### config.mk
export PLATFORM = sky130hd
export DESIGN_NAME = bpc_front
export DESIGN_NICKNAME = d
export VERILOG_FILES = /design/src/sv/bpc_pkg.sv /design/src/sv/bpc_front.sv
export SDC_FILE = /design/constraint.sdc
export NUM_CORES = 1
export LEC_CHECK = 0
export ABC_AREA = 1
export BUFFER_PORTS_ARGS = -buffer_cell sky130_fd_sc_hd__buf_2
export CORE_MARGIN = 1
export CORE_UTILIZATION = 55
export CTS_CLUSTER_SIZE = 24
export DETAILED_ROUTE_END_ITERATION = 12
export PLACE_DENSITY = 0.82
export SYNTH_ARGS = -nofsm -noshare
export SYNTH_HDL_FRONTEND = slang
export SYNTH_SLANG_ARGS = --single-unit
### constraint.sdc
create_clock -name clk -period 6.5 [get_ports clk]
set_clock_uncertainty 0.2 [all_clocks]
set_input_delay 0 -clock clk [delete_from_list [all_inputs] [get_ports clk]]
set_output_delay 0 -clock clk [all_outputs]
set_load 0.05 [all_outputs]
### src/sv/bpc_pkg.sv
`timescale 1ns / 1ps
// Shared types, constants and helpers for the barometric pressure compensation block.
// No dependencies.
package bpc_pkg;

  localparam int DIV_STEPS   = 32;
  localparam int DIV_SIDE_W  = 53;
  localparam int QUEUE_DEPTH = 4;
  localparam int QPTR_W      = $clog2(QUEUE_DEPTH);
  localparam int CFG_ADDR_W  = 5;

  // register indexes (paddr[4:2])
  localparam logic [2:0] REG_OSS  = 3'd0;
  localparam logic [2:0] REG_AC12 = 3'd1;
  localparam logic [2:0] REG_AC34 = 3'd2;
  localparam logic [2:0] REG_AC56 = 3'd3;
  localparam logic [2:0] REG_B12  = 3'd4;
  localparam logic [2:0] REG_MCMD = 3'd5;

  localparam logic [31:0] C_T_OFF    = 32'd4000;
  localparam logic [31:0] C_B4_OFF   = 32'd32768;
  localparam logic [31:0] C_B7_SCALE = 32'd50000;
  localparam logic [31:0] C_P1       = 32'd3038;
  localparam logic [31:0] C_P2       = 32'hFFFF_E343;  // -7357
  localparam logic [31:0] C_P3       = 32'd3791;
  localparam logic [31:0] C_PMAX     = 32'd1048575;

  typedef struct packed {
    logic [1:0]  oss;
    logic [31:0] ac12;
    logic [31:0] ac34;
    logic [31:0] ac56;
    logic [31:0] b12;
    logic [31:0] mcmd;
  } bpc_cfg_t;

  typedef struct packed {
    logic [18:0] raw_press;
    logic [15:0] raw_temp;
  } bpc_item_t;

  function automatic logic [31:0] sext16(input logic [15:0] v);
    return {{16{v[15]}}, v};
  endfunction

endpackage

### src/sv/bpc_front.sv
`timescale 1ns / 1ps
// Input side: accepts reading pairs and holds them in a short queue for the datapath.
// Depends on bpc_pkg.
module bpc_front (
  input  logic                clk,
  input  logic                rst_n,
  input  logic                in_valid,
  output logic                in_ready,
  input  bpc_pkg::bpc_item_t  in_item,
  output logic                q_valid,
  output bpc_pkg::bpc_item_t  q_item,
  input  logic                q_pop
);
  import bpc_pkg::*;

  bpc_item_t          mem_r [QUEUE_DEPTH];
  logic [QPTR_W-1:0]  wptr_r, rptr_r;
  logic [QPTR_W:0]    cnt_r;
  logic               push, pop;

  assign in_ready = (cnt_r != (QPTR_W + 1)'(QUEUE_DEPTH));
  assign q_valid  = (cnt_r != '0);
  assign q_item   = mem_r[rptr_r];
  assign push     = in_valid && in_ready;
  assign pop      = q_pop && q_valid;

  always_ff @(posedge clk) begin
    if (!rst_n) begin
      wptr_r <= '0;
      rptr_r <= '0;
      cnt_r  <= '0;
    end else begin
      if (push) wptr_r <= wptr_r + 1'b1;
      if (pop)  rptr_r <= rptr_r + 1'b1;
      case ({push, pop})
        2'b10:   cnt_r <= cnt_r + 1'b1;
        2'b01:   cnt_r <= cnt_r - 1'b1;
        default: cnt_r <= cnt_r;
      endcase
    end
  end

  always_ff @(posedge clk) begin
    if (push) mem_r[wptr_r] <= in_item;
  end

endmodule

==> summary.md <==
For the count of mapped cells out of synthesis, the log shows 406. The remaining global-route overflow is 0. The area growth from synthesis to layout is 25.6%. After detailed routing, the total wire length is 11,300 um.

The root buffer cell chosen for the clock tree is sky130_fd_sc_hd__clkbuf_8. Relative max-transition margin: 23.5%. sky130_fd_sc_hd__edfxtp_1 takes more of the synthesized area than any other cell.

Sequential elements use 77.4% of the synthesized area. Post-CTS timing repair inserted 0 buffers for setup. Together, buffers and inverters on the worst path number 4.

Setup repair after global routing left no endpoint under its margin. The floorplan step defined a die boundary enclosing 0.0107 mm^2. Counting every net in the synthesized netlist gives 451.

Setup violations remaining at the end of the flow were counted as 0. Final max-slew violation count: 0. The floorplan has 36 rows. The tools report the aggregate negative setup slack as 0 ns. Largest delay contributor family on the critical path: buffers and inverters.

The number of endpoints with negative hold slack in the final report was 0. The final critical-path share of the clock period is 52.5%, and the maximum frequency from static timing analysis is 0.293 GHz. The logs give 0 for the antenna diode count and 0 for the Yosys warning count. The number of antenna violations at the first check in global routing was 0; the actual slew at the worst max-slew pin was 1.14 ns. The peak fanout along the critical path works out to 7. The tightest min-delay check is of the input port to flop type. The worst setup path is captured at a flop. The via count of the first global-routing pass is 3,654. The insertion delay to the later sink of the worst-skew pair is 0.51 ns.

In the routed layout, each cell is associated on average with a via count of 5.49. Global routing consumed, over all layers together, 22.1% of the routing resources. Dividing the detail-routed wire length by the instance count gives 16.8 um.

Dividing total power by cell area gives a power density of 430 mW/mm^2. For this run, design rule violations remaining after detail routing come to 0. The clock passes through at most 2 buffers.

TritonCTS built the clock tree. For the initial DRC count, the log shows 250. The run gives 4.28 ns as the worst slack after detailed placement.

The mapped netlist covers 0.00566 mm^2. Once the floorplan was initialized, standard cells occupied 57.4% of the core. In the final design database the tool counted 568 nets. Count of boundary I/O pins: 76. The distinct cell type count after synthesis is 19, and the average footprint of a synthesized cell is 14.0 um^2. The cell leakage power is 2.58 nW. Traced cell by cell, the critical path runs through nor2_2, nand2_1, nand2_4, ha_1, dlygate4sd3_1, inv_1, nand3_1, nand2_1, nand2_1, dlygate4sd3_1, nor2_1, dlygate4sd3_1. The total number of vias is 3,672, and the remaining antenna violation count after routing is 0. The critical path in this run is classified as flop to flop. The synthesized design contains 149 register bits.

In this run the vertical extent of the chip is 103 um. For the wire length of the first global-routing pass, the log shows 16,700 um. STA classifies the critical path startpoint as a flop. The smallest clock period supported by the final layout is computed as 3.41 ns. At the worst endpoint, the arrival time is 3.67 ns.

The largest single stage delay on the critical path is 0.60 ns. The number of violations of the max-capacitance limit was 0; the fraction of synthesized cell area taken by the top area cell type was 74.2%. The tools report the post-cts hold buffer count as 41. The worst path meets setup with 3.09 ns of slack. Clock tree synthesis found a total of 149 sinks. The worst vdd rail ir drop was 0.000309 V; the fraction of layout instances using a drive strength above 1 was 21.8%.

The run finished with clean final reports. Buffers placed on the I/O ports in this run total 75. Measured along the x axis, the die boundary spans 103 um. The number of optimization iterations in the first detailed-route pass is 6.

Clock tree synthesis inserted a total of 17 buffers. Once the clock tree was built, the resizer swapped 0 gates to a different size. Ranked by total cell area, the synthesized netlist is headed by sky130_fd_sc_hd__edfxtp_1 (74%), sky130_fd_sc_hd__nor2_1 (5.2%), sky130_fd_sc_hd__o21ai_0 (4.5%), sky130_fd_sc_hd__o22ai_1 (3.9%), sky130_fd_sc_hd__dfxtp_1 (3.2%). The HPWL after detailed placement is 5980 um.

Entering global routing, the biggest net connects 71 pins. The largest individual stage delay along the critical path comes from the cell sky130_fd_sc_hd__dlygate4sd3_1. At the end of routability-driven placement, the weighted congestion stood at 0.796. After clock tree synthesis, the clock-pin slew on the worst setup and hold paths is 0.06 ns. The core region is 0.00986 mm^2. For the H-tree depth, the log shows 4. The run gives 6.76 ns as the worst endpoint required time.
-- sequential cells by signal, indices dropped and copies added (netlist names), named ones only --
name and flops:
rptr_r 2, wptr_r 2, cnt_r 3, mem_r 140
-- layout make-up --
class,count,area (um^2)
Inverter,18,70.1
Tap cell,133,166
Clock inverter,14,160
Sequential cell,149,4390
Fill cell,616,2750
Multi-Input combinational cell,218,1110
Clock buffer,18,418
Timing Repair Buffer,119,808
-- per-layer routing --
layer  GRT usage, %  share of wire, %  vias to the layer above
li1               -                 -                     1727
met1           24.7                40                     1784
met2           39.8                52                      153
met3           7.26               6.4                        8
met4           7.04              0.69                        0
met5              0                 0                        -
-- cell usage after synthesis --
cell type                    n
sky130_fd_sc_hd__ha_1        5
sky130_fd_sc_hd__o21ai_1    21
sky130_fd_sc_hd__nor2_2      1
sky130_fd_sc_hd__fa_1        1
sky130_fd_sc_hd__buf_6       1
sky130_fd_sc_hd__nand3_1     5
sky130_fd_sc_hd__a21oi_1     5
sky130_fd_sc_hd__inv_4       1
sky130_fd_sc_hd__o21ai_0    51
sky130_fd_sc_hd__inv_2       1
sky130_fd_sc_hd__o22ai_1    35
sky130_fd_sc_hd__inv_1      16
sky130_fd_sc_hd__edfxtp_1  140
sky130_fd_sc_hd__buf_2      12
sky130_fd_sc_hd__nand2_4     1
sky130_fd_sc_hd__buf_4       8
sky130_fd_sc_hd__nand2_1    14
sky130_fd_sc_hd__nor2_1     79
sky130_fd_sc_hd__dfxtp_1     9
-- worst paths after layout --
kind               from          end  slack (ns)  cells past startpoint
max            cnt_r[1]     cnt_r[2]        3.09                     12
min          in_item[0]  mem_r[3][0]        0.04                      2
max reg2reg    cnt_r[1]     cnt_r[2]        3.09                     12
min reg2reg   wptr_r[0]    wptr_r[0]        0.31                      2
-- metrics by stage --
step / instances / util (%) / hold WS (ns) / power, mW / cell area [um^2]
global placement: 596 / 62.1 / 0.00988 / 2.08 / 6130
detailed placement: 596 / 62.1 / 0.0172 / 2.10 / 6130
global route: 669 / 72.1 / 0.0307 / 3.18 / 7120
finish: 669 / 72.1 / 0.0357 / 3.06 / 7120
CTS: 669 / 72.1 / 0.0159 / 3.06 / 7120
floorplan: 406 / - / -0.101 / 1.90 / 5660
-- logic make-up (layout without fill, tap and decap cells) --
kind of cell / count (synthesis) / count (layout) / share of synthesized area, %
fa+ha+maj: 6 / 6 / 1.46
flops: 149 / 149 / 77.4
compound gates: 112 / 112 / 10.7
buf+inv: 39 / 169 / 3.56
simple gates: 100 / 100 / 6.91
-- report_power, final --
part	switching, mW	total, mW	internal, mW	leakage [nW]
Clock	0.359	0.940	0.581	0.282
Sequential	0.0315	1.18	1.14	1.36
Combinational	0.728	0.942	0.214	0.937
Total	1.12	3.06	1.94	2.58
-- cells in the final DEF (no fill, tap or decap), types with 2 or more instances in the layout --
cell	netlist	layout
sky130_fd_sc_hd__inv_1	16	16
sky130_fd_sc_hd__clkbuf_16	0	16
sky130_fd_sc_hd__o21ai_1	21	21
sky130_fd_sc_hd__nor2_4	0	4
sky130_fd_sc_hd__ha_1	5	5
sky130_fd_sc_hd__o22ai_1	35	35
sky130_fd_sc_hd__clkinvlp_4	0	2
sky130_fd_sc_hd__dlygate4sd3_1	0	41
sky130_fd_sc_hd__nor2_1	79	75
sky130_fd_sc_hd__edfxtp_1	140	140
sky130_fd_sc_hd__clkinv_4	0	2
sky130_fd_sc_hd__buf_2	12	75
sky130_fd_sc_hd__o21ai_0	51	51
sky130_fd_sc_hd__nand3_1	5	5
sky130_fd_sc_hd__clkinv_2	0	5
sky130_fd_sc_hd__dfxtp_1	9	8
sky130_fd_sc_hd__buf_4	8	3
sky130_fd_sc_hd__a21oi_1	5	5
sky130_fd_sc_hd__bufinv_16	0	3
sky130_fd_sc_hd__nand2_1	14	14
Power figures use the tool's default switching activity.
