==> config.mk <==
export PLATFORM = sky130hd
export DESIGN_NAME = bpc_regs
export DESIGN_NICKNAME = d
export VERILOG_FILES = /design/src/sv/bpc_pkg.sv /design/src/sv/bpc_regs.sv
export SDC_FILE = /design/constraint.sdc
export NUM_CORES = 1
export LEC_CHECK = 0
export ABC_AREA = 1
export BUFFER_PORTS_ARGS = -buffer_cell sky130_fd_sc_hd__buf_2
export CAP_MARGIN = 25
export CELL_PAD_IN_SITES_DETAIL_PLACEMENT = 1
export CELL_PAD_IN_SITES_GLOBAL_PLACEMENT = 1
export CORE_ASPECT_RATIO = 0.5
export CORE_MARGIN = 2
export CORE_UTILIZATION = 35
export CTS_CLUSTER_SIZE = 12
export DETAILED_ROUTE_END_ITERATION = 7
export GPL_TIMING_DRIVEN = 0
export PLACE_DENSITY_LB_ADDON = 0.08
export RECOVER_POWER = 100
export SYNTH_ARGS = -nofsm -noshare
export SYNTH_HDL_FRONTEND = slang
export SYNTH_SLANG_ARGS = --single-unit
==> constraint.sdc <==
create_clock -name clk -period 1.7 [get_ports clk]
set_input_delay 0.34 -clock clk [delete_from_list [all_inputs] [get_ports clk]]
set_output_delay 0.34 -clock clk [all_outputs]
set_load 0.05 [all_outputs]
==> src/sv/bpc_pkg.sv <==
`timescale 1ns / 1ps
// Shared types, constants and helpers for the barometric pressure compensation block.
// No dependencies.
package bpc_pkg;

  localparam int DIV_STEPS   = 32;
  localparam int DIV_SIDE_W  = 53;
  localparam int QUEUE_DEPTH = 4;
  localparam int QPTR_W      = $clog2(QUEUE_DEPTH);
  localparam int CFG_ADDR_W  = 5;

  // register indexes (paddr[4:2])
  localparam logic [2:0] REG_OSS  = 3'd0;
  localparam logic [2:0] REG_AC12 = 3'd1;
  localparam logic [2:0] REG_AC34 = 3'd2;
  localparam logic [2:0] REG_AC56 = 3'd3;
  localparam logic [2:0] REG_B12  = 3'd4;
  localparam logic [2:0] REG_MCMD = 3'd5;

  localparam logic [31:0] C_T_OFF    = 32'd4000;
  localparam logic [31:0] C_B4_OFF   = 32'd32768;
  localparam logic [31:0] C_B7_SCALE = 32'd50000;
  localparam logic [31:0] C_P1       = 32'd3038;
  localparam logic [31:0] C_P2       = 32'hFFFF_E343;  // -7357
  localparam logic [31:0] C_P3       = 32'd3791;
  localparam logic [31:0] C_PMAX     = 32'd1048575;

  typedef struct packed {
    logic [1:0]  oss;
    logic [31:0] ac12;
    logic [31:0] ac34;
    logic [31:0] ac56;
    logic [31:0] b12;
    logic [31:0] mcmd;
  } bpc_cfg_t;

  typedef struct packed {
    logic [18:0] raw_press;
    logic [15:0] raw_temp;
  } bpc_item_t;

  function automatic logic [31:0] sext16(input logic [15:0] v);
    return {{16{v[15]}}, v};
  endfunction

endpackage

==> src/sv/bpc_regs.sv <==
`timescale 1ns / 1ps
// APB-style register file holding oversampling and calibration coefficients.
// Depends on bpc_pkg.
module bpc_regs (
  input  logic                      clk,
  input  logic                      rst_n,
  input  logic                      psel,
  input  logic                      penable,
  input  logic                      pwrite,
  input  logic [4:0]                paddr,
  input  logic [31:0]               pwdata,
  output logic [31:0]               prdata,
  output logic                      pready,
  output bpc_pkg::bpc_cfg_t         cfg
);
  import bpc_pkg::*;

  bpc_cfg_t cfg_r;
  logic     wr_en;

  assign pready = 1'b1;
  assign wr_en  = psel && penable && pwrite;
  assign cfg    = cfg_r;

  always_ff @(posedge clk) begin
    if (!rst_n) begin
      cfg_r <= '0;
    end else if (wr_en) begin
      case (paddr[4:2])
        REG_OSS:  cfg_r.oss  <= pwdata[1:0];
        REG_AC12: cfg_r.ac12 <= pwdata;
        REG_AC34: cfg_r.ac34 <= pwdata;
        REG_AC56: cfg_r.ac56 <= pwdata;
        REG_B12:  cfg_r.b12  <= pwdata;
        REG_MCMD: cfg_r.mcmd <= pwdata;
        default: ;
      endcase
    end
  end

  always_comb begin
    case (paddr[4:2])
      REG_OSS:  prdata = {30'd0, cfg_r.oss};
      REG_AC12: prdata = cfg_r.ac12;
      REG_AC34: prdata = cfg_r.ac34;
      REG_AC56: prdata = cfg_r.ac56;
      REG_B12:  prdata = cfg_r.b12;
      REG_MCMD: prdata = cfg_r.mcmd;
      default:  prdata = '0;
    endcase
  end

endmodule

==> results of run 1 <==
-- repair_timing --
| action | 4_1_cts | 5_1_grt |
|---|---|---|
| endpoints found under the setup margin | 32 | 32 |
| buffers inserted | 20 | 18 |
| pin swaps | 12 | 56 |
| resized for setup | 231 | 207 |
| gates cloned | 4 | 7 |
-- how the worst max path moves through the flow --
| stage | from | end | cells after the start |
|---|---|---|---|
| final | paddr[2] | prdata[15] | 9 |
| after global routing | paddr[2] | prdata[15] | 9 |
| after CTS | paddr[2] | prdata[11] | 9 |
| after detailed placement | paddr[4] | prdata[28] | 8 |
| after global placement | paddr[4] | prdata[10] | 8 |
| after floorplan | paddr[4] | prdata[10] | 7 |
-- metal layers --
| metal | GRT usage | vias to the layer above | share of wire |
|---|---|---|---|
| met5 | 0 | - | 0 |
| met4 | 0.115 | 0 | 0.037 |
| met3 | 0.0612 | 103 | 0.080 |
| met2 | 0.528 | 509 | 0.47 |
| met1 | 0.424 | 5122 | 0.42 |
| li1 | - | 4597 | - |
-- cell usage in the layout, fill, tap and decap left out, types with 29 or more instances in the layout --
| cell type | Yosys | routed |
|---|---|---|
| sky130_fd_sc_hd__inv_1 | 127 | 102 |
| sky130_fd_sc_hd__nand2_1 | 297 | 249 |
| sky130_fd_sc_hd__nand4_1 | 36 | 36 |
| sky130_fd_sc_hd__nand3_1 | 163 | 113 |
| sky130_fd_sc_hd__nor2_1 | 426 | 358 |
| sky130_fd_sc_hd__buf_8 | 0 | 34 |
| sky130_fd_sc_hd__nand2_2 | 0 | 35 |
| sky130_fd_sc_hd__nor2_4 | 2 | 41 |
| sky130_fd_sc_hd__buf_2 | 42 | 218 |
| sky130_fd_sc_hd__nand3_4 | 0 | 33 |
| sky130_fd_sc_hd__nor2_2 | 5 | 34 |
| sky130_fd_sc_hd__dfxtp_1 | 162 | 152 |
| sky130_fd_sc_hd__buf_4 | 2 | 29 |
| sky130_fd_sc_hd__clkbuf_16 | 0 | 29 |
-- layout make-up --
type,instances,area share
sequential,162,0.263
clock buffer,23,0.0394
clock inverter,9,0.00646
inverter,130,0.0415
tap,300,0.0303
timing repair buffer,277,0.168
buffer,86,0.0573
multi-input combinational,932,0.395
-- logic make-up after synthesis --
| family | share of synthesized area |
|---|---|
| AND/OR/NAND/NOR | 0.482 |
| buffers and inverters | 0.110 |
| other | 0.000472 |
| flip-flops | 0.408 |
-- worst max-delay path, cell delays in order --
cell,delay [ps]
sky130_fd_sc_hd__buf_12,110
sky130_fd_sc_hd__clkinvlp_4,120
sky130_fd_sc_hd__nand3_4,100
sky130_fd_sc_hd__buf_12,160
sky130_fd_sc_hd__buf_12,140
sky130_fd_sc_hd__nor2_1,60
sky130_fd_sc_hd__nor2_2,180
sky130_fd_sc_hd__nand3_4,110
sky130_fd_sc_hd__buf_8,170
-- stage by stage --
step | setup WS (ps) | hold WS, ps | util | cell area, µm²
2_1_floorplan | -7.51 | 589 | - | 8350
3_3_place_gp | -768 | 485 | 0.449 | 9870
3_5_place_dp | -818 | 491 | 0.449 | 9870
4_1_cts | -60.2 | 257 | 0.523 | 11500
5_1_grt | -167 | 319 | 0.564 | 12400
6_report | -144 | 259 | 0.564 | 12400
-- where the power goes --
part / internal (mW) / switching [mW] / leakage, nW / total (mW)
registers: 3.84 / 0.0498 / 1.31 / 3.89
clock network: 2.16 / 1.76 / 0.271 / 3.92
logic: 0.426 / 0.938 / 4.39 / 1.36
total: 6.43 / 2.75 / 5.97 / 9.18
==> out/qor_table.md, run 1 <==
| Result | This run |
| --- | --- |
| Outcome | finished with violations |
| Failing checks | setup timing |
| Sequential cell area | 0.00326 mm² |
| Number of max-cap violations | 0 |
| Vias/cell | 5.38 |
| Number of clock buffers inserted by TritonCTS | 17 |
| Fill cells | 2840 |
| Number of cells produced by synthesis | 1311 |
| Critical path data arrival time | 1500 ps |
| Final worst-path setup slack | -144 ps |
| Detailed placement HPWL | 27.0 mm |
| Most used standard cells in the synthesized netlist | 426 x sky130_fd_sc_hd__nor2_1, 297 x sky130_fd_sc_hd__nand2_1, 163 x sky130_fd_sc_hd__nand3_1, 162 x sky130_fd_sc_hd__dfxtp_1, 127 x sky130_fd_sc_hd__inv_1 |
| Sort of element at the start of the critical path | input port |
| Launch instance of the worst min-delay path | pwdata[2] |
| Antenna cell count | 0 |
| Worst Skew | 0 ps |
| Post-synthesis cell area | 0.00795 mm² |
| Die footprint | 0.0240 mm² |
| Count of final max-slew check failures | 0 |
| Share of the yosys chip area belonging to registers | 0.408 |
| Post-synthesis register bit count | 162 |
| Final TNS setup | -1620 ps |
| Die Y-Extent | 111 µm |
| Post-layout minimum cycle time | 1840 ps |
| Max reg flops | 162 |
| Post-CTS Hold Buffers | 0 |
| Net total in the final layout | 1648 |
| Fmax | 0.542 GHz |
| Most repeated cell in the gate-level netlist after synthesis | sky130_fd_sc_hd__nor2_1 |
| Post-route insts no fill | 1919 |
| Normalized max-slew margin | 0.439 |
| Worst reg2reg path endpoint | cfg[160]$_SDFFE_PN0P_ |
| Top_reg_cell synth | sky130_fd_sc_hd__dfxtp_1 |
| Kind of critical path | in -> out |
| Reg2reg setup slack | 810 ps |
| H-Tree Depth | 4 |
| CTS root buffer | sky130_fd_sc_hd__clkbuf_16 |
| Total vias in the final route | 10300 |
| Hold/Removal Path Class | in -> reg |
| Total area of multi-input combinational cells | 0.00489 mm² |
| Latest clock arrival within the worst-skew pair | 460 ps |
| Number of warnings reported in the yosys synthesis log | 0 |
| Average cell area after synthesis | 6.06 µm² |
| Nets in the synthesized netlist | 1353 |
| Setup-violating endpoint count in the final report | 42 |
| Yosys cell types | 15 |
| DRC marker count from the first detailed-route iteration | 819 |
| Num rows | 38 |
| WHS Endpoint | cfg[2]$_SDFFE_PN0P_ |
| Maximum number of pins on one net before global-route repair | 17 |
| Total track usage | 0.323 |
| TritonCTS clock tree | built |
| I/O pin cnt | 237 |
| Initial core utilization | 0.362 |
| Unrepaired setup endpoints after global routing | true |
| Lkg Pwr | 5.97 nW |
| Drt pass-1 iters | 7 |
| Wire length per cell after detailed routing | 22.5 µm |
| Depth of the worst register-to-register path | 2 |
| Antenna violations before repair | 1 |
| Clock Sink Count | 162 |
| Cells taking the most area after synthesis | sky130_fd_sc_hd__dfxtp_1 41%, sky130_fd_sc_hd__nor2_1 20%, sky130_fd_sc_hd__nand2_1 14%, sky130_fd_sc_hd__nand3_1 10%, sky130_fd_sc_hd__inv_1 6.0% |
| Core Region | 0.0220 mm² |
| Portion of synthesized cell area occupied by the leading cell type | 0.408 |
| Actual transition at the worst max-transition pin | 838 ps |
| Post-synth EDFFs | 0 |
| Async set or reset register ratio after synthesis | 0 |
| Share of layout cells above drive strength 1 | 0.357 |
| Final critical-path share of the clock period | 1.08 |
| Clock transition at path regs | 70 ps |
| Hold Vio Cnt, Final | 0 |
| Placer Congestion | 0.864 |
| Overall routed net length | 43.1 mm |
| Area leader, netlist | sky130_fd_sc_hd__dfxtp_1 |
| Residual DRC | 0 |
| Required time of the worst setup path | 1360 ps |
| Layout-stage area growth over the synthesis result | 55.8% |
| Chip width | 217 µm |
| Global-route wire length before repair | 58.3 mm |
| Power density relative to cell area | 741 mW/mm² |
| Placed cells | 1841 |
| Number of cells on the worst hold path | 5 |
| Reg2reg start | cfg[160]$_SDFFE_PN0P_ |
| Post-route total power | 9.18 mW |
| CP endpoint kind | primary output |
| Largest buffer count on any clock path | 2 |
| Maximum fanout count along the critical path | 5 |
| Worst ir drop on vdd | 688 µV |
| Total of buffers placed on input and output ports | 230 |
| Vias in the first global route | 9823 |
| Sum of overflow across all layers after global routing | 0 |
| Post-detailed-route count of antenna-violating nets | 0 |
Power figures use the tool's default switching activity.
==> run 2: changes to the inputs <==
--- a/config.mk
+++ b/config.mk
@@ -8,11 +8,11 @@
 export ABC_AREA = 1
 export BUFFER_PORTS_ARGS = -buffer_cell sky130_fd_sc_hd__buf_2
 export CAP_MARGIN = 25
-export CELL_PAD_IN_SITES_DETAIL_PLACEMENT = 1
-export CELL_PAD_IN_SITES_GLOBAL_PLACEMENT = 1
+export CELL_PAD_IN_SITES_DETAIL_PLACEMENT = 2
+export CELL_PAD_IN_SITES_GLOBAL_PLACEMENT = 2
 export CORE_ASPECT_RATIO = 0.5
 export CORE_MARGIN = 2
-export CORE_UTILIZATION = 35
+export CORE_UTILIZATION = 26
 export CTS_CLUSTER_SIZE = 12
 export DETAILED_ROUTE_END_ITERATION = 7
 export GPL_TIMING_DRIVEN = 0
==> run 2 against run 1 <==
Against the previous run: the flow still finishes with violations (setup timing); global-route usage is 4.8 points lower; fmax is 4.2% higher; highest routed layer unchanged; power is 2.4% higher; flip-flop and latch count stayed put; critical path depth stayed put; non-clock buffer count is 16 lower; first-iteration DRC count is 36% lower; utilization is 16 points lower; sequential power hardly changed; clock skew stayed put; critical endpoint unchanged; count of clock-buffer cells in the layout is 3 lower; final area is 2.1% lower.
==> out/qor_table.md, run 2 (synthesized netlist as in run 1, its figures left out) <==
| Result | This run |
| --- | --- |
| Final critical-path share of the clock period | 1.04 |
| Failing checks | setup timing |
| Power density relative to cell area | 775 mW/mm² |
| Commonest cells after routing, fill and taps aside | 384 x sky130_fd_sc_hd__nor2_1, 255 x sky130_fd_sc_hd__nand2_1, 174 x sky130_fd_sc_hd__clkbuf_2 |
| Drt pass-1 iters | 5 |
| Total vias in the final route | 9779 |
| Initial core utilization | 0.263 |
| Global-route wire length before repair | 64.9 mm |
| Share of layout cells above drive strength 1 | 0.331 |
| Outcome | finished with violations |
| Post-CTS Hold Buffers | 0 |
| Required time of the worst setup path | 1360 ps |
| Die Y-Extent | 128 µm |
| Worst Skew | 0 ps |
| Sum of overflow across all layers after global routing | 0 |
| Clock Sink Count | 162 |
| DRC marker count from the first detailed-route iteration | 521 |
| Capturing element of the worst setup path | prdata[15] |
| Largest buffer count on any clock path | 2 |
| Setup slack at placement | -902 ps |
| Placer Congestion | 0.828 |
| Final worst-path setup slack | -70.3 ps |
| Placed cells | 1940 |
| Number of max-cap violations | 0 |
| CTS root buffer | sky130_fd_sc_hd__clkbuf_16 |
| Max reg flops | 162 |
| Actual transition at the worst max-transition pin | 824 ps |
| CP endpoint kind | primary output |
| Worst reg2reg path endpoint | cfg[12]$_SDFFE_PN0P_ |
| Num rows | 45 |
| Maximum fanout count along the critical path | 6 |
| Kind of critical path | in -> out |
| Antenna violations before repair | 0 |
| TritonCTS clock tree | built |
| Depth of the worst register-to-register path | 3 |
| Unrepaired setup endpoints after global routing | true |
| Antenna cell count | 0 |
| Hold/Removal Path Class | in -> reg |
| Number of clock buffers inserted by TritonCTS | 17 |
| Residual DRC | 0 |
| Vias/cell | 4.88 |
| Chip width | 251 µm |
| Maximum number of pins on one net before global-route repair | 17 |
| Count of final max-slew check failures | 0 |
| Latest clock arrival within the worst-skew pair | 450 ps |
| Post-route insts no fill | 2002 |
| Normalized max-slew margin | 0.448 |
| Hold Vio Cnt, Final | 0 |
| Setup-violating endpoint count in the final report | 24 |
| H-Tree Depth | 4 |
| Total track usage | 0.275 |
| Layout-stage area growth over the synthesis result | 52.6% |
| Post-route total power | 9.40 mW |
| Core Region | 0.0302 mm² |
| Source of the critical timing path | paddr[2] |
| Total of buffers placed on input and output ports | 230 |
| Wire length per cell after detailed routing | 22.2 µm |
| Critical path data arrival time | 1430 ps |
| Post-layout minimum cycle time | 1770 ps |
| Sort of element at the start of the critical path | input port |
| Most common cell after layout, fill and taps aside | sky130_fd_sc_hd__nor2_1 |
| Die footprint | 0.0321 mm² |
| Lkg Pwr | 5.85 nW |
| Overall routed net length | 44.4 mm |
| Fill cells | 3551 |
| Clock transition at path regs | 70 ps |
| Fmax | 0.565 GHz |
| Reg2reg setup slack | 970 ps |
| Detailed placement HPWL | 30.6 mm |
| Vias in the first global route | 10300 |
| I/O pin cnt | 237 |
| Reg2reg start | cfg[12]$_SDFFE_PN0P_ |
| Worst ir drop on vdd | 782 µV |
| Net total in the final layout | 1632 |
| Post-detailed-route count of antenna-violating nets | 0 |
run 2: cell count changes in the layout (fill, tap and decap cells not counted), sizes merged:
cell | before | now
clkinvlp | 5 | 6
bufinv | 1 | 3
clkbuf | 67 | 222
buf | 319 | 145
inv | 128 | 130
clkinv | 5 | 3
run 2: layer usage:
layer,share of wire,vias up,global-route usage
met5,0,-,0
met4,0.023,0,0.0763
met3,0.039,61,0.0448
met2,0.50,238,0.486
met1,0.44,4915,0.348
li1,-,4565,-
run 2: area by class of cell:
type,count,area (µm²),share of cell area
flip-flops and latches,162,3280,0.271
clock inverters,12,158,0.0130
inverters,130,508,0.0419
repair buffers,260,1860,0.153
multi-input cells,932,4640,0.382
well taps,399,499,0.0412
clock buffers,20,457,0.0376
plain buffers,87,729,0.0601
run 2: worst min path at each step:
| stage | from | endpoint | slack [ps] | depth (start not counted) |
|---|---|---|---|---|
| after global placement | cfg[46]$_SDFFE_PN0P_ | cfg[46]$_SDFFE_PN0P_ | 490 | 2 |
| after floorplan | pwdata[2] | cfg[66]$_SDFFE_PN0P_ | 590 | 4 |
| after detailed placement | cfg[82]$_SDFFE_PN0P_ | cfg[82]$_SDFFE_PN0P_ | 500 | 2 |
| after global routing | pwdata[31] | cfg[31]$_SDFFE_PN0P_ | 310 | 5 |
| final | pwdata[31] | cfg[31]$_SDFFE_PN0P_ | 280 | 5 |
| after CTS | pwdata[31] | cfg[95]$_SDFFE_PN0P_ | 260 | 5 |
run 2: power breakdown:
part	leakage, nW	switching (mW)	internal (mW)	total, mW
Sequential	1.32	0.0520	3.84	3.89
Clock	0.280	1.82	2.39	4.22
Combinational	4.25	0.905	0.385	1.29
run 2: repair_timing:
| item | 4_1_cts | 5_1_grt |
|---|---|---|
| pin swaps | 23 | 21 |
| endpoints found under the setup margin | 32 | 46 |
| resized for setup | 279 | 100 |
| cloned | 7 | 1 |
| setup buffers | 22 | 2 |
run 2: worst max-delay path, cell delays in order:
cell	delay, ps
sky130_fd_sc_hd__buf_12	120
sky130_fd_sc_hd__nor2_4	130
sky130_fd_sc_hd__buf_8	160
sky130_fd_sc_hd__clkbuf_16	170
sky130_fd_sc_hd__nand3_1	90
sky130_fd_sc_hd__nand2_1	100
sky130_fd_sc_hd__inv_1	80
sky130_fd_sc_hd__nand3_4	80
sky130_fd_sc_hd__buf_8	140
run 2: stage by stage:
| step | utilization | setup TNS, ps | area, µm² | hold WS, ps |
|---|---|---|---|---|
| after floorplan | - | -150 | 8350 | 589 |
| after global placement | 0.331 | -49370 | 10000 | 487 |
| after detailed placement | 0.331 | -58760 | 10000 | 498 |
| after CTS | 0.394 | -439 | 11900 | 255 |
| after global routing | 0.402 | -2030 | 12100 | 313 |
| final | 0.402 | -556 | 12100 | 277 |
==> run 3: changes to the inputs <==
--- a/config.mk
+++ b/config.mk
@@ -10,9 +10,9 @@
 export CAP_MARGIN = 25
 export CELL_PAD_IN_SITES_DETAIL_PLACEMENT = 2
 export CELL_PAD_IN_SITES_GLOBAL_PLACEMENT = 2
-export CORE_ASPECT_RATIO = 0.5
 export CORE_MARGIN = 2
-export CORE_UTILIZATION = 26
+export CORE_UTILIZATION = 27
+export CTS_BUF_LIST = sky130_fd_sc_hd__clkbuf_4
 export CTS_CLUSTER_SIZE = 12
 export DETAILED_ROUTE_END_ITERATION = 7
 export GPL_TIMING_DRIVEN = 0
==> run 3 against run 2 <==
Against the previous run: the run still ends with setup timing left; global-route usage rose by 0.34 points; combinational power about the same; utilization up 3.3 points; routed wire length is 0.62% lower; die area decreased by 3.9%; register-to-register slack lost 120 ps; final area up 3.4%; critical path depth down 4; hold slack got worse by 180 ps; first-iteration DRC count is 24% lower; sequential power barely moved.
==> out/qor_table.md, run 3 (synthesized netlist as in run 1, its figures left out) <==
| Result | This run |
| --- | --- |
| Global-route wire length before repair | 64.1 mm |
| Actual transition at the worst max-transition pin | 889 ps |
| Maximum number of pins on one net before global-route repair | 18 |
| Power density relative to cell area | 616 mW/mm² |
| Lkg Pwr | 5.98 nW |
| Latest clock arrival within the worst-skew pair | 600 ps |
| I/O pin cnt | 237 |
| Critical path data arrival time | 1510 ps |
| Layout-stage area growth over the synthesis result | 57.7% |
| Commonest cells after routing, fill and taps aside | 355 x sky130_fd_sc_hd__nor2_1, 273 x sky130_fd_sc_hd__nand2_1, 152 x sky130_fd_sc_hd__buf_4 |
| Setup slack at placement | -796 ps |
| Total of buffers placed on input and output ports | 230 |
| Number of cells on the worst hold path | 5 |
| Source of the critical timing path | cfg[13]$_SDFFE_PN0P_ |
| Net total in the final layout | 1711 |
| Drt pass-1 iters | 5 |
| Detailed placement HPWL | 29.0 mm |
| Reg2reg setup slack | 850 ps |
| Failing checks | setup timing |
| Required time of the worst setup path | 1360 ps |
| Core Region | 0.0289 mm² |
| Total vias in the final route | 10100 |
| Vias in the first global route | 10500 |
| Total track usage | 0.278 |
| Met1 Use GR | 0.358 |
| Overall routed net length | 44.1 mm |
| CTS root buffer | sky130_fd_sc_hd__clkbuf_4 |
| Maximum fanout count along the critical path | 3 |
| Chip width | 176 µm |
| Antenna violations before repair | 1 |
| Max reg flops | 162 |
| Final TNS setup | -3090 ps |
| Worst Skew | 0 ps |
| CP endpoint kind | primary output |
| Most common cell after layout, fill and taps aside | sky130_fd_sc_hd__nor2_1 |
| Post-CTS Hold Buffers | 0 |
| Die Y-Extent | 176 µm |
| Hold/Removal Path Class | in -> reg |
| Clock Sink Count | 162 |
| WHS Endpoint | cfg[72]$_SDFFE_PN0P_ |
| Met2 Track Usage GR | 0.486 |
| Busiest metal layer after global routing | met2 |
| Placer Congestion | 0.789 |
| Initial core utilization | 0.275 |
| Outcome | finished with violations |
| Clock transition at path regs | 190 ps |
| Die footprint | 0.0308 mm² |
| Kind of critical path | reg -> out |
| Share of layout cells above drive strength 1 | 0.454 |
| Worst reg2reg path endpoint | cfg[69]$_SDFFE_PN0P_ |
| Count of final max-slew check failures | 0 |
| Wire length per cell after detailed routing | 21.3 µm |
| Residual DRC | 0 |
| Launch instance of the worst min-delay path | pwdata[8] |
| Number of clock buffers inserted by TritonCTS | 17 |
| Normalized max-slew margin | 0.407 |
| Sum of overflow across all layers after global routing | 0 |
| Post-layout minimum cycle time | 1850 ps |
| Placed cell area | 0.00998 mm² |
| Final worst-path setup slack | -152 ps |
| Post-detailed-route count of antenna-violating nets | 0 |
| TritonCTS clock tree | built |
| Largest buffer count on any clock path | 2 |
| Worst ir drop on vdd | 306 µV |
| DRC marker count from the first detailed-route iteration | 394 |
| Final instance area | 0.0125 mm² |
| Depth of the worst register-to-register path | 4 |
| Post-route total power | 7.72 mW |
| Num rows | 62 |
| Number of max-cap violations | 0 |
| H-Tree Depth | 4 |
| Final critical-path share of the clock period | 1.09 |
| Setup-violating endpoint count in the final report | 42 |
| Hold Vio Cnt, Final | 0 |
| Reg2reg start | cfg[69]$_SDFFE_PN0P_ |
| Sort of element at the start of the critical path | flip-flop |
| Fill cells | 3460 |
| Vias/cell | 4.90 |
| Fmax | 0.540 GHz |
| Routing usage on met3 | 0.0413 |
| Unrepaired setup endpoints after global routing | true |
run 3: cell types whose count changed in the layout (fill, tap and decap cells not counted), moves of 21 or more:
cell                        change
sky130_fd_sc_hd__buf_4        +131
sky130_fd_sc_hd__buf_2         +76
sky130_fd_sc_hd__nand2_4       -23
sky130_fd_sc_hd__inv_1         -49
sky130_fd_sc_hd__inv_2         +48
sky130_fd_sc_hd__clkbuf_4      +56
sky130_fd_sc_hd__clkbuf_2     -168
sky130_fd_sc_hd__nor2_1        -29
sky130_fd_sc_hd__clkbuf_16     -22
sky130_fd_sc_hd__dfxtp_1       -97
sky130_fd_sc_hd__nor2_4        +21
sky130_fd_sc_hd__dfxtp_2       +94
run 3: area by class of cell:
cell class	count	area [µm²]	area share
inverters	130	505	0.0403
clock buffers	17	128	0.0102
flip-flops and latches	162	3410	0.272
diodes	2	5.00	0.000399
well taps	384	480	0.0383
multi-input cells	932	4620	0.368
plain buffers	86	616	0.0491
clock inverters	15	160	0.0128
repair buffers	340	2610	0.208
run 3: worst max-delay path by stage:
stage	end	slack (ps)	depth (start not counted)
floorplan	prdata[10]	-8	7
global placement	prdata[6]	-790	8
detailed placement	prdata[6]	-800	8
CTS	prdata[0]	-170	5
global route	prdata[6]	-210	5
finish	prdata[13]	-150	5
run 3: worst max-delay path: stages, from the launching register on:
cell,delay [ps]
sky130_fd_sc_hd__dfxtp_2,380
sky130_fd_sc_hd__nand4_1,140
sky130_fd_sc_hd__nand2_2,140
sky130_fd_sc_hd__inv_2,60
sky130_fd_sc_hd__nand3_4,60
sky130_fd_sc_hd__buf_8,140
run 3: per-layer routing:
layer	part of all wire	routed length [µm]	up-vias
li1	-	-	4702
met1	0.44	19400	5107
met2	0.49	21800	269
met3	0.044	1940	56
met4	0.022	963	0
met5	0	0	-
run 3: where the power goes:
part | switching (mW) | internal, mW
clock network | 1.77 | 0.801
registers | 0.0385 | 3.85
logic | 0.901 | 0.371
run 3: repair_timing:
action / 4_1_cts / 5_1_grt
endpoints found under the setup margin: 39 / 73
buffers inserted: 88 / 23
pin swaps: 76 / 68
gates resized for setup: 424 / 183
cloned: 3 / 0
run 3: through the flow:
stage | util | hold WS [ps] | instances
6_report | 0.435 | 102 | 2068
5_1_grt | 0.435 | 129 | 2068
4_1_cts | 0.416 | 82.2 | 2048
3_5_place_dp | 0.346 | 497 | 1925
2_1_floorplan | - | 589 | 1311
3_3_place_gp | 0.346 | 486 | 1925
